===== config.mk =====
export PLATFORM = sky130hd
export DESIGN_NAME = gdfs_ctrl
export DESIGN_NICKNAME = d
export VERILOG_FILES = /design/src/rtl/core/gdfs_pkg.sv /design/src/rtl/core/gdfs_ctrl.sv
export SDC_FILE = /design/constraint.sdc
export NUM_CORES = 1
export LEC_CHECK = 0
export BUFFER_PORTS_ARGS = -buffer_cell sky130_fd_sc_hd__buf_2
export CAP_MARGIN = 20
export CORE_AREA = 4 4 41 43
export CTS_BUF_LIST = sky130_fd_sc_hd__clkbuf_4
export CTS_CLUSTER_SIZE = 30
export DETAILED_ROUTE_END_ITERATION = 10
export DIE_AREA = 0 0 45 47
export PLACE_DENSITY_LB_ADDON = 0.08
export SLEW_MARGIN = 20
export SYNTH_ARGS = -nofsm -noshare
export SYNTH_HDL_FRONTEND = slang
export SYNTH_SLANG_ARGS = --single-unit

===== constraint.sdc =====
create_clock -name clk -period 2.9 [get_ports clk]
set_clock_uncertainty 0.2 [all_clocks]
set_input_delay 0.87 -clock clk [delete_from_list [all_inputs] [get_ports clk]]
set_output_delay 0.87 -clock clk [all_outputs]
set_load 0.1 [all_outputs]

===== src/rtl/core/gdfs_pkg.sv =====
// ----------------------------------------------------------------------------
// gdfs_pkg
// Shared types and constants of the grid maze depth-first solver.
// ----------------------------------------------------------------------------
package gdfs_pkg;

  localparam int ROW_W  = 6;
  localparam int COL_W  = 6;
  localparam int LEN_W  = 13;
  localparam int IDX_W  = 12;
  localparam int DIM_W  = 7;

  localparam logic [DIM_W-1:0] DIM_MIN = 7'd3;

  typedef enum logic [1:0] {
    CMD_WRITE = 2'd0,
    CMD_SOLVE = 2'd1,
    CMD_READ  = 2'd2
  } cmd_code_t;

  localparam logic [1:0] DIR_DOWN  = 2'd0;
  localparam logic [1:0] DIR_RIGHT = 2'd1;
  localparam logic [1:0] DIR_UP    = 2'd2;
  localparam logic [1:0] DIR_LEFT  = 2'd3;

  localparam logic [1:0] REG_GRID_ROWS = 2'd0;
  localparam logic [1:0] REG_GRID_COLS = 2'd1;
  localparam logic [1:0] REG_EXIT_ROW  = 2'd2;
  localparam logic [1:0] REG_EXIT_COL  = 2'd3;

  typedef struct packed {
    logic [1:0]       cmd;
    logic [ROW_W-1:0] cell_row;
    logic [COL_W-1:0] cell_col;
    logic             cell_blocked;
    logic [IDX_W-1:0] path_index;
  } req_t;

  typedef struct packed {
    logic             found;
    logic [LEN_W-1:0] path_length;
    logic [ROW_W-1:0] step_row;
    logic [COL_W-1:0] step_col;
    logic [1:0]       step_dir;
    logic             index_valid;
  } res_t;

  // controller -> datapath
  typedef struct packed {
    logic active;
    logic init;
    logic clr_we;
    logic visit;
    logic next_dir;
    logic push;
    logic set_found;
    logic pop_rd;
    logic pop_load;
    logic finish;
  } ctrl_cmd_t;

  // datapath -> controller
  typedef struct packed {
    logic clr_last;
    logic nb_ok;
    logic nb_free;
    logic at_exit;
    logic dir_last;
    logic depth_zero;
  } ctrl_sts_t;

endpackage


===== src/rtl/core/gdfs_ctrl.sv =====
// ----------------------------------------------------------------------------
// gdfs_ctrl
// Sequencer of the depth-first walk: clear, visit, probe, push and pop.
// ----------------------------------------------------------------------------
module gdfs_ctrl (
  input  logic                 clk,
  input  logic                 rst,
  input  logic                 solve_go,
  input  gdfs_pkg::ctrl_sts_t  sts,
  output gdfs_pkg::ctrl_cmd_t  cmd
);

  typedef enum logic [2:0] {
    S_IDLE,
    S_CLEAR,
    S_VISIT,
    S_PROBE,
    S_CHECK,
    S_STUCK,
    S_POP
  } state_t;

  state_t state;
  state_t state_next;

  always_ff @(posedge clk) begin
    if (rst) begin
      state <= S_IDLE;
    end else begin
      state <= state_next;
    end
  end

  always_comb begin
    state_next = state;
    cmd        = '0;
    cmd.active = (state != S_IDLE);
    case (state)
      S_IDLE: begin
        if (solve_go) begin
          cmd.init   = 1'b1;
          state_next = S_CLEAR;
        end
      end
      S_CLEAR: begin
        cmd.clr_we = 1'b1;
        if (sts.clr_last) begin
          state_next = S_VISIT;
        end
      end
      S_VISIT: begin
        cmd.visit  = 1'b1;
        state_next = S_PROBE;
      end
      S_PROBE: begin
        // map read of the neighbor is in flight when nb_ok
        if (sts.nb_ok) begin
          state_next = S_CHECK;
        end else if (sts.dir_last) begin
          state_next = S_STUCK;
        end else begin
          cmd.next_dir = 1'b1;
        end
      end
      S_CHECK: begin
        if (sts.nb_free) begin
          cmd.push = 1'b1;
          if (sts.at_exit) begin
            cmd.set_found = 1'b1;
            cmd.finish    = 1'b1;
            state_next    = S_IDLE;
          end else begin
            state_next = S_VISIT;
          end
        end else if (sts.dir_last) begin
          state_next = S_STUCK;
        end else begin
          cmd.next_dir = 1'b1;
          state_next   = S_PROBE;
        end
      end
      S_STUCK: begin
        if (sts.depth_zero) begin
          cmd.finish = 1'b1;
          state_next = S_IDLE;
        end else begin
          cmd.pop_rd = 1'b1;
          state_next = S_POP;
        end
      end
      S_POP: begin
        cmd.pop_load = 1'b1;
        state_next   = S_VISIT;
      end
      default: begin
        state_next = S_IDLE;
      end
    endcase
  end

endmodule


Word level (Yosys, flattened, before mapping)
Index checks and enable logic that the tools add are counted.
- bits in registers: 3
- bits in latches: 0
- bits in writable memories: 0
- memory bits (read-only): 0
- bits of input ports: 9
- output and inout bits: 10
- word-level logic and storage cells: 39
- memories: 0
- $add $sub $neg: 0
- multipliers: 0
- divide/modulo/power cells: 0
- $lt $le $gt $ge: 0
- equal/unequal tests: 9
- shifts and indexed selects: 0
- mux-type cells: 26
- bitwise operators: 0
- reductions and logical operators: 3
- operator list (operator ; count):
    $mux W3 ; 7
    $pmux W3 S7 ; 1
    $mux W1 ; 13
    $eq A3 B3 Y1 const B ; 3
    $eq A3 B2 Y1 const B ; 2
    $mux W2 ; 3
    $ne A2 B2 Y1 const B ; 2
    $pmux W1 S2 ; 2
    $eq A3 B1 Y1 const B ; 1
    $logic_not A3 Y1 ; 1
    $ne A3 B3 Y1 const B ; 1
    $reduce_and A3 Y1 ; 1
    $reduce_bool A3 Y1 ; 1

Logic depth before layout (Yosys ltp)
Gate-level depths: netlist (run 1).
- depth in word-level cells: 3
- depth in mapped cells: 5
- gate-level depth less buffers: 4

Worst setup path after synthesis (run 1)
OpenSTA, ideal clock, no wires.
- path type: input -> output
- start point: in sts[3] (netlist bit)
- end point: out cmd[5] (netlist bit)
- arrival: 2.571 ns
- required time: 1.830 ns
- setup slack: -0.741 ns
- cell stages on the path: 2
- path buffers: 0
- cells stage by stage: or2_1 > a21oi_1
- RTL lines (item ; RTL line ; RTL):
    start, declared ; gdfs_ctrl.sv:9 ; input gdfs_pkg::ctrl_sts_t sts,
    end, declared ; gdfs_ctrl.sv:10 ; output gdfs_pkg::ctrl_cmd_t cmd

==> results list, run 1 <==
* Nets@finish: 76
- Main area contributors after synthesis: sky130_fd_sc_hd__dfxtp_1 (18%), sky130_fd_sc_hd__nor2_1 (7.9%), sky130_fd_sc_hd__a21oi_1 (6.0%), sky130_fd_sc_hd__nand2b_1 (5.7%), sky130_fd_sc_hd__nand2_1 (4.5%)
* Gpl congestion: just over 0.7
- Post-cts hold buffer count: 0
- The Yosys step of the flow raised 0 warnings.
- Placed cell count: between 70 and 80
* Maximum capacitance violations: 0
- Hold Fails Final Rpt: 0
- Sw Ratio: 0.443
* Area occupied by registers: approximately 60 µm²
- Post-synth ARST share: 0
* Ratio of cells with drive above 1 in the final layout: 0.515
- The later pin in the worst-skew pair is clocked with a latency of ~0.23 ns.
- Number of cell instances on the worst register-to-register path: 4
* Top cell types by occurrence after synthesis: sky130_fd_sc_hd__nor2_1 (7), sky130_fd_sc_hd__a21oi_1 (4), sky130_fd_sc_hd__nand2_1 (4)
* Average routed wire per standard cell: approximately 11 µm
* Sw power: 111 µW
- Yosys mapped a number of flops with a built-in enable equal to 0.
* Synth Area in Adders: 0
* Average size of a mapped cell: between 7 and 8 µm²
* # fillers: around 130
- The fraction of the mapped netlist area in compound gates was 0.253.
- Area growth from synthesis to layout: 72.1%
* Initial Utilization: 0.255
* Mapped Cells: 47
- At the worst endpoint, the required time is about 1.8 ns.
- In this run the critical register-to-register path is launched from state[0].
* Highest attainable clock frequency: roughly 370 MHz
* Max-Slew Margin vs Limit: 0.677
* Regs by FF count: state x3
* Number of buffers created by CTS: 3
- Summed instance area of the synthesized netlist: 332 µm²
- Die height: 47 µm
* Number of primary I/O pins: 19
* Top cell type by total area after synthesis: sky130_fd_sc_hd__dfxtp_1
* Die width: approximately 45 µm
* Nets in the synthesized netlist: 56
- Cell depth of the worst min-delay path: 2
* Count of state elements after synthesis: 3
* Unrepaired setup endpoints after global routing: false
- After synthesis, the largest family of logic cells by area is simple AND/OR/NAND/NOR gates.
- After global routing the overflow that remains totals 0.
* Outcome: finished, final reports clean
- More flip-flops sit in one register than any other, and that register is state.
* Setup crit start kind: input port
- TritonCTS clock tree: done
- The most critical setup path has its startpoint at sts[3].
- The initial antenna violation count was 0.
- The via count of the first global-routing pass was 401.
- Via density: between 4 and 5
- Drt first-iter violations: 0
- Setup total negative slack on the finished layout was measured at 0 ns.
- First-pass detailed-route iteration total: 1
- The floorplan step defined a core boundary enclosing ~0.0013 mm².
* Pin count of the biggest net entering global routing: 13
- In this run the clock root is driven by a sky130_fd_sc_hd__clkbuf_4.
* Sequential fraction of the synthesis area: 0.181
- The share of total power dissipated in combinational logic is 0.463.
- Leakage power summed over all cells: about 0.23 nW
- In this run the remaining antenna-violating nets after routing total 0.
- The worst hold path terminates at state[2].
* DR vias: between 300 and 400
- First-pass GRT wire length: about 1.7 mm
- Clock slew seen by the registers of the worst setup and hold paths: 0.04 ns
- Type of element capturing the critical path: output pin
* Global router's overall resource usage: 0.109
- Min-Delay Startpoint: state[1]
* Internal power: ~140 µW
* Share of power burned in registers: 0.211
- The setup path with the least slack is of type in2out.
- Hpwl dp: ~740 µm
- Maximum fanout encountered on the critical timing path: 4
- Most common cell in the netlist: sky130_fd_sc_hd__nor2_1
- Slew of the pin with the lowest slew margin: just under 0.5 ns
- Count of instances resized after the clock tree is built: 0
* Total Power Consumption: between 200 and 300 µW
- Leaving out filler cells and counting taps, the final layout contains slightly above 80.
- The count of buffers added on input and output ports is 18.
* Critical register-to-register path endpoint: state[1]
- The floorplan has 13 rows.
- Of the total synthesized cell area, the portion taken by AND, OR, NAND and NOR gates is 0.479.
- Fin crit period: 2.69 ns
- The register with the most flip-flops in the layout has 3 of them.
- For this run, the leading register cell type out of synthesis is sky130_fd_sc_hd__dfxtp_1.
* VDD IR max: approximately 0.24 mV
- Final Routed Wirelength: 923 µm
- The setup check on the worst reg-to-reg path leaves a slack of between 1 and 1.5 ns.
- Mux cell area share after synthesis: 0
- Of the total synthesized cell area, the portion taken by XOR and XNOR cells is 0.
- Final cycle utilization of the critical path: 0.927
- The repair_antennas step left the layout with diodes totalling 0.
- Final setup violation count: 0
- Sink count of the clock tree: 3
- Core Util, Final: 0.438
- Of the total power, the clock network draws 0.326.
* Final count of pins violating max slew: 0
- In this run the deepest clock path goes through 2 buffers.
* Min-Delay Path Class: reg2reg
- The share of synthesized area in the top cell type comes to 0.181.
* Critical Path AT: around 1.6 ns
- Buffers added to address setup during post-CTS repair amount to 0.
- Number of remaining DRC errors: 0
- Die area: roughly 0.0021 mm²
- Pwr Density: around 440 mW/mm²
- In this run, distinct cell masters in the synthesized netlist total 28.
- Area of combinational cells with multiple inputs: approximately 270 µm²
- Number of H-tree levels: 1
## final cells by class
class,instances,share of cell area
Clock buffer,4,0.0526
Inverter,2,0.0132
Multi-Input combinational cell,39,0.480
Sequential cell,3,0.105
Tap cell,15,0.0329
Timing Repair Buffer,18,0.316
## power by group through the flow
stage               Clock [mW]  Combinational (mW)  Sequential (mW)
finish                  0.0818               0.116           0.0530
global route            0.0880               0.124           0.0543
CTS                     0.0853               0.117           0.0528
detailed placement           0               0.116           0.0535
global placement             0               0.116           0.0537
floorplan                    0              0.0988           0.0465
## worst max path at each step
stage / end / slack, ns
6_report: cmd[5] / 0.21
5_1_grt: cmd[5] / 0.13
4_1_cts: cmd[5] / 0.21
3_5_place_dp: cmd[5] / 0.21
3_3_place_gp: cmd[5] / 0.23
2_1_floorplan: cmd[5] / -0.19
## routing by layer
metal	part of all wire	up-vias	wire length, µm	track usage
met3	0.093	0	86	0.0498
met4	0	0	0	0.0351
met5	0	-	0	0
met1	0.45	173	416	0.129
li1	-	202	-	-
met2	0.46	13	420	0.175
## worst max-delay path, cell delays in order
cell,delay (ns)
sky130_fd_sc_hd__buf_2,0.11
sky130_fd_sc_hd__or2_1,0.26
sky130_fd_sc_hd__a21oi_2,0.18
sky130_fd_sc_hd__buf_12,0.19
## cell usage in the layout (no fill, tap or decap), types with 2 or more instances in the layout
cell,n
sky130_fd_sc_hd__nand2b_1,3
sky130_fd_sc_hd__nor2b_2,2
sky130_fd_sc_hd__buf_2,12
sky130_fd_sc_hd__a21oi_1,3
sky130_fd_sc_hd__dfxtp_1,3
sky130_fd_sc_hd__clkbuf_4,4
sky130_fd_sc_hd__inv_1,2
sky130_fd_sc_hd__buf_12,6
sky130_fd_sc_hd__nor2_2,2
sky130_fd_sc_hd__nor2_4,2
sky130_fd_sc_hd__nor2_1,3
sky130_fd_sc_hd__nand2_1,4
## stage by stage
stage	setup slack (ns)	hold WS [ns]	instance area, µm²
floorplan	-0.187	0.402	363
global placement	0.228	0.408	541
detailed placement	0.211	0.406	541
CTS	0.208	0.410	571
global route	0.131	0.462	571
finish	0.212	0.410	571
## cell families (layout without fill, tap and decap cells)
family / count (synthesis) / count (layout)
simple gates: 27 / 27
compound gates: 12 / 12
buf+inv: 5 / 24
flops: 3 / 3
Note: power is estimated with default switching activity, not from simulation.
==> inputs of run 2 (changes only) <==
--- a/config.mk
+++ b/config.mk
@@ -5,6 +5,7 @@
 export SDC_FILE = /design/constraint.sdc
 export NUM_CORES = 1
 export LEC_CHECK = 0
+export ABC_AREA = 0
 export BUFFER_PORTS_ARGS = -buffer_cell sky130_fd_sc_hd__buf_2
 export CAP_MARGIN = 20
 export CORE_AREA = 4 4 41 43
==> constraint.sdc (replaced) <==
create_clock -name clk -period 2.9 [get_ports clk]
set_clock_uncertainty 0.2 [all_clocks]
set_input_delay 0.58 -clock clk [delete_from_list [all_inputs] [get_ports clk]]
set_output_delay 0.58 -clock clk [all_outputs]
set_load 0.1 [all_outputs]
==> results list, run 2 (synthesized netlist as in run 1, its figures left out) <==
* Number of primary I/O pins: 19
- Max FFs per register: 3
- Based on the critical path, the design can be clocked at up to 403 MHz.
* Final setup violation count: 0
* Max-Slew Margin vs Limit: 0.678
- TritonCTS created 3 clock buffers.
- Counting cells, the worst reg-to-reg path comes to 3.
- Area of combinational cells with multiple inputs: about 250 µm²
* # fillers: about 160
- Across all register-to-register paths, the minimum setup slack is 1.39 ns.
- In this run the core area contains 13 standard-cell rows.
- Traced cell by cell, the critical path runs through nand2_1 > or2_1 > a21oi_2 > buf_2.
* Die height: roughly 47 µm
- TritonCTS built the clock tree.
- Grt total ovfl: 0
- STA puts the critical path data arrival time at approximately 1.7 ns.
- Total power for the finished layout comes to between 200 and 250 µW.
- The worst register-to-register path ends at state[1].
* Type of element capturing the critical path: output pin
- Of the cells placed in the final design, the portion with a size suffix greater than 1 is 0.455.
* Die width: approximately 45 µm
- Sink count of the clock tree: 3
- For the finished layout, the period the worst path requires is between 2 and 2.5 ns.
* Slew of the pin with the lowest slew margin: roughly 0.5 ns
- Unrepaired setup endpoints after global routing: false
- Regs by FF count: state x3
- Setup Fix Bufs, Post-CTS: 0
- Slowest cell on crit path: sky130_fd_sc_hd__dfxtp_1
- Maximum fanout encountered on the critical timing path: 12
- Gpl congestion: 0.645
* Average routed wire per standard cell: around 11 µm
- CTS placed an instance of sky130_fd_sc_hd__clkbuf_4 at the clock tree root.
- VDD IR max: ~0.16 mV
- Min-Delay Path Class: in2reg
* Nets@finish: 76
- After clock tree synthesis, the clock-pin slew on the worst setup and hold paths is roughly 0.040 ns.
- Count of port buffers added during placement: 18
- The first detailed-routing pass took 2 iterations.
- Global router's overall resource usage: 0.0987
- Number of remaining DRC errors: 0
* Core footprint: about 0.0013 mm²
* Biggest register: state
- Number of global-route vias before repair: 390
- Final count of pins violating max slew: 0
- The largest single stage delay on the critical path is roughly 0.55 ns.
- Hold Fails Final Rpt: 0
- The repair_antennas step left the layout with diodes totalling 0.
- Worst setup path endpoint: cmd[5]
- The wire-length estimate of the detail-placed layout is between 700 and 800 µm.
- STA classifies the critical path startpoint as a flip-flop.
- The initial antenna violation count was 0.
- Count of instances resized after the clock tree is built: 0
* Most common cell after layout, fill and taps aside: sky130_fd_sc_hd__buf_2
* Crit path launch: state[2]
* Leakage power summed over all cells: roughly 0.21 nW
* DR vias: just under 400
- No sink is reached through more buffers than the 2 on the longest clock path.
* Area occupied by registers: about 60 µm²
- Summed over all failing endpoints, the final setup total negative slack is 0 ns.
- Core Util, Final: 0.354
* Die area: between 0.002 and 0.0025 mm²
- Entering global routing, the biggest net connects 13 pins.
- Maximum capacitance violations: 0
- Final cycle utilization of the critical path: 0.855
* Reg2Reg Launch Point: state[1]
- CTS built an H-tree with a depth of 1.
- Post-cts hold buffer count: 0
- The final layout contains routed wiring with a total length of a little under 900 µm.
- Required time at the endpoint of the critical path: 2.12 ns
- Power spread over the standard cell area amounts to 521 mW/mm².
* Outcome: finished, final reports clean
- In the routed layout, each cell is associated on average with a via count of a little under 5.
* Initial Utilization: 0.255
- The detail route stage leaves a number of antenna-violating nets equal to 0.
- After the first detailed-routing iteration, the DRC count stood at 5.
* Later-pin clock latency in the skew report: 0.23 ns
* Most used cells in the layout excluding fill and tap cells: sky130_fd_sc_hd__buf_2 (18), sky130_fd_sc_hd__nor2_1 (6), sky130_fd_sc_hd__nand2_1 (4), sky130_fd_sc_hd__clkbuf_4 (4)
- Area growth from synthesis to layout: 38.9%
* First-pass GRT wire length: about 1.5 mm
* Class of the most critical setup path: reg2out
run 2: cell counts in the layout (fill, tap and decap cells not counted):
No cell type changed its count.
run 2: worst max-delay path: cells and delay by family (launching register included):
| family | cells | cell delay, ns |
|---|---|---|
| compound gates | 1 | 0.11 |
| buf+inv | 1 | 0.43 |
| flops | 1 | 0.55 |
| simple gates | 2 | 0.37 |
run 2: metrics by stage:
stage	std cells	setup WS [ns]	hold WS [ns]	area, µm²
finish	81	0.420	0.340	460
global route	81	0.300	0.351	460
CTS	81	0.403	0.337	460
detailed placement	77	0.620	0.453	430
global placement	77	0.625	0.472	430
floorplan	47	0.0665	0.383	343
run 2: cell type report:
type,count,share of cell area
Clock buffer,4,0.0652
Sequential cell,3,0.130
Timing Repair Buffer,18,0.196
Inverter,2,0.0163
Multi-Input combinational cell,39,0.552
Tap cell,15,0.0408
run 2: how the worst min path moves through the flow:
stage | slack [ns] | end | depth (start not counted) | from
2_1_floorplan | 0.38 | state[2] | 3 | state[2]
3_3_place_gp | 0.47 | state[2] | 2 | state[1]
3_5_place_dp | 0.45 | state[2] | 2 | state[1]
4_1_cts | 0.34 | state[0] | 2 | rst
5_1_grt | 0.35 | state[0] | 2 | rst
6_report | 0.34 | state[0] | 2 | rst
run 2: routing by layer:
metal | part of all wire | global-route usage | vias to the layer above
met4 | 0 | 0.0526 | 0
met3 | 0.063 | 0.0115 | 0
li1 | - | - | 203
met2 | 0.53 | 0.181 | 12
met5 | 0 | 0 | -
met1 | 0.41 | 0.111 | 179
run 2: where the power goes:
part | internal [mW] | switching [mW]
clock | 0.0608 | 0.0198
sequential | 0.0445 | 0.00822
combinational | 0.0275 | 0.0788
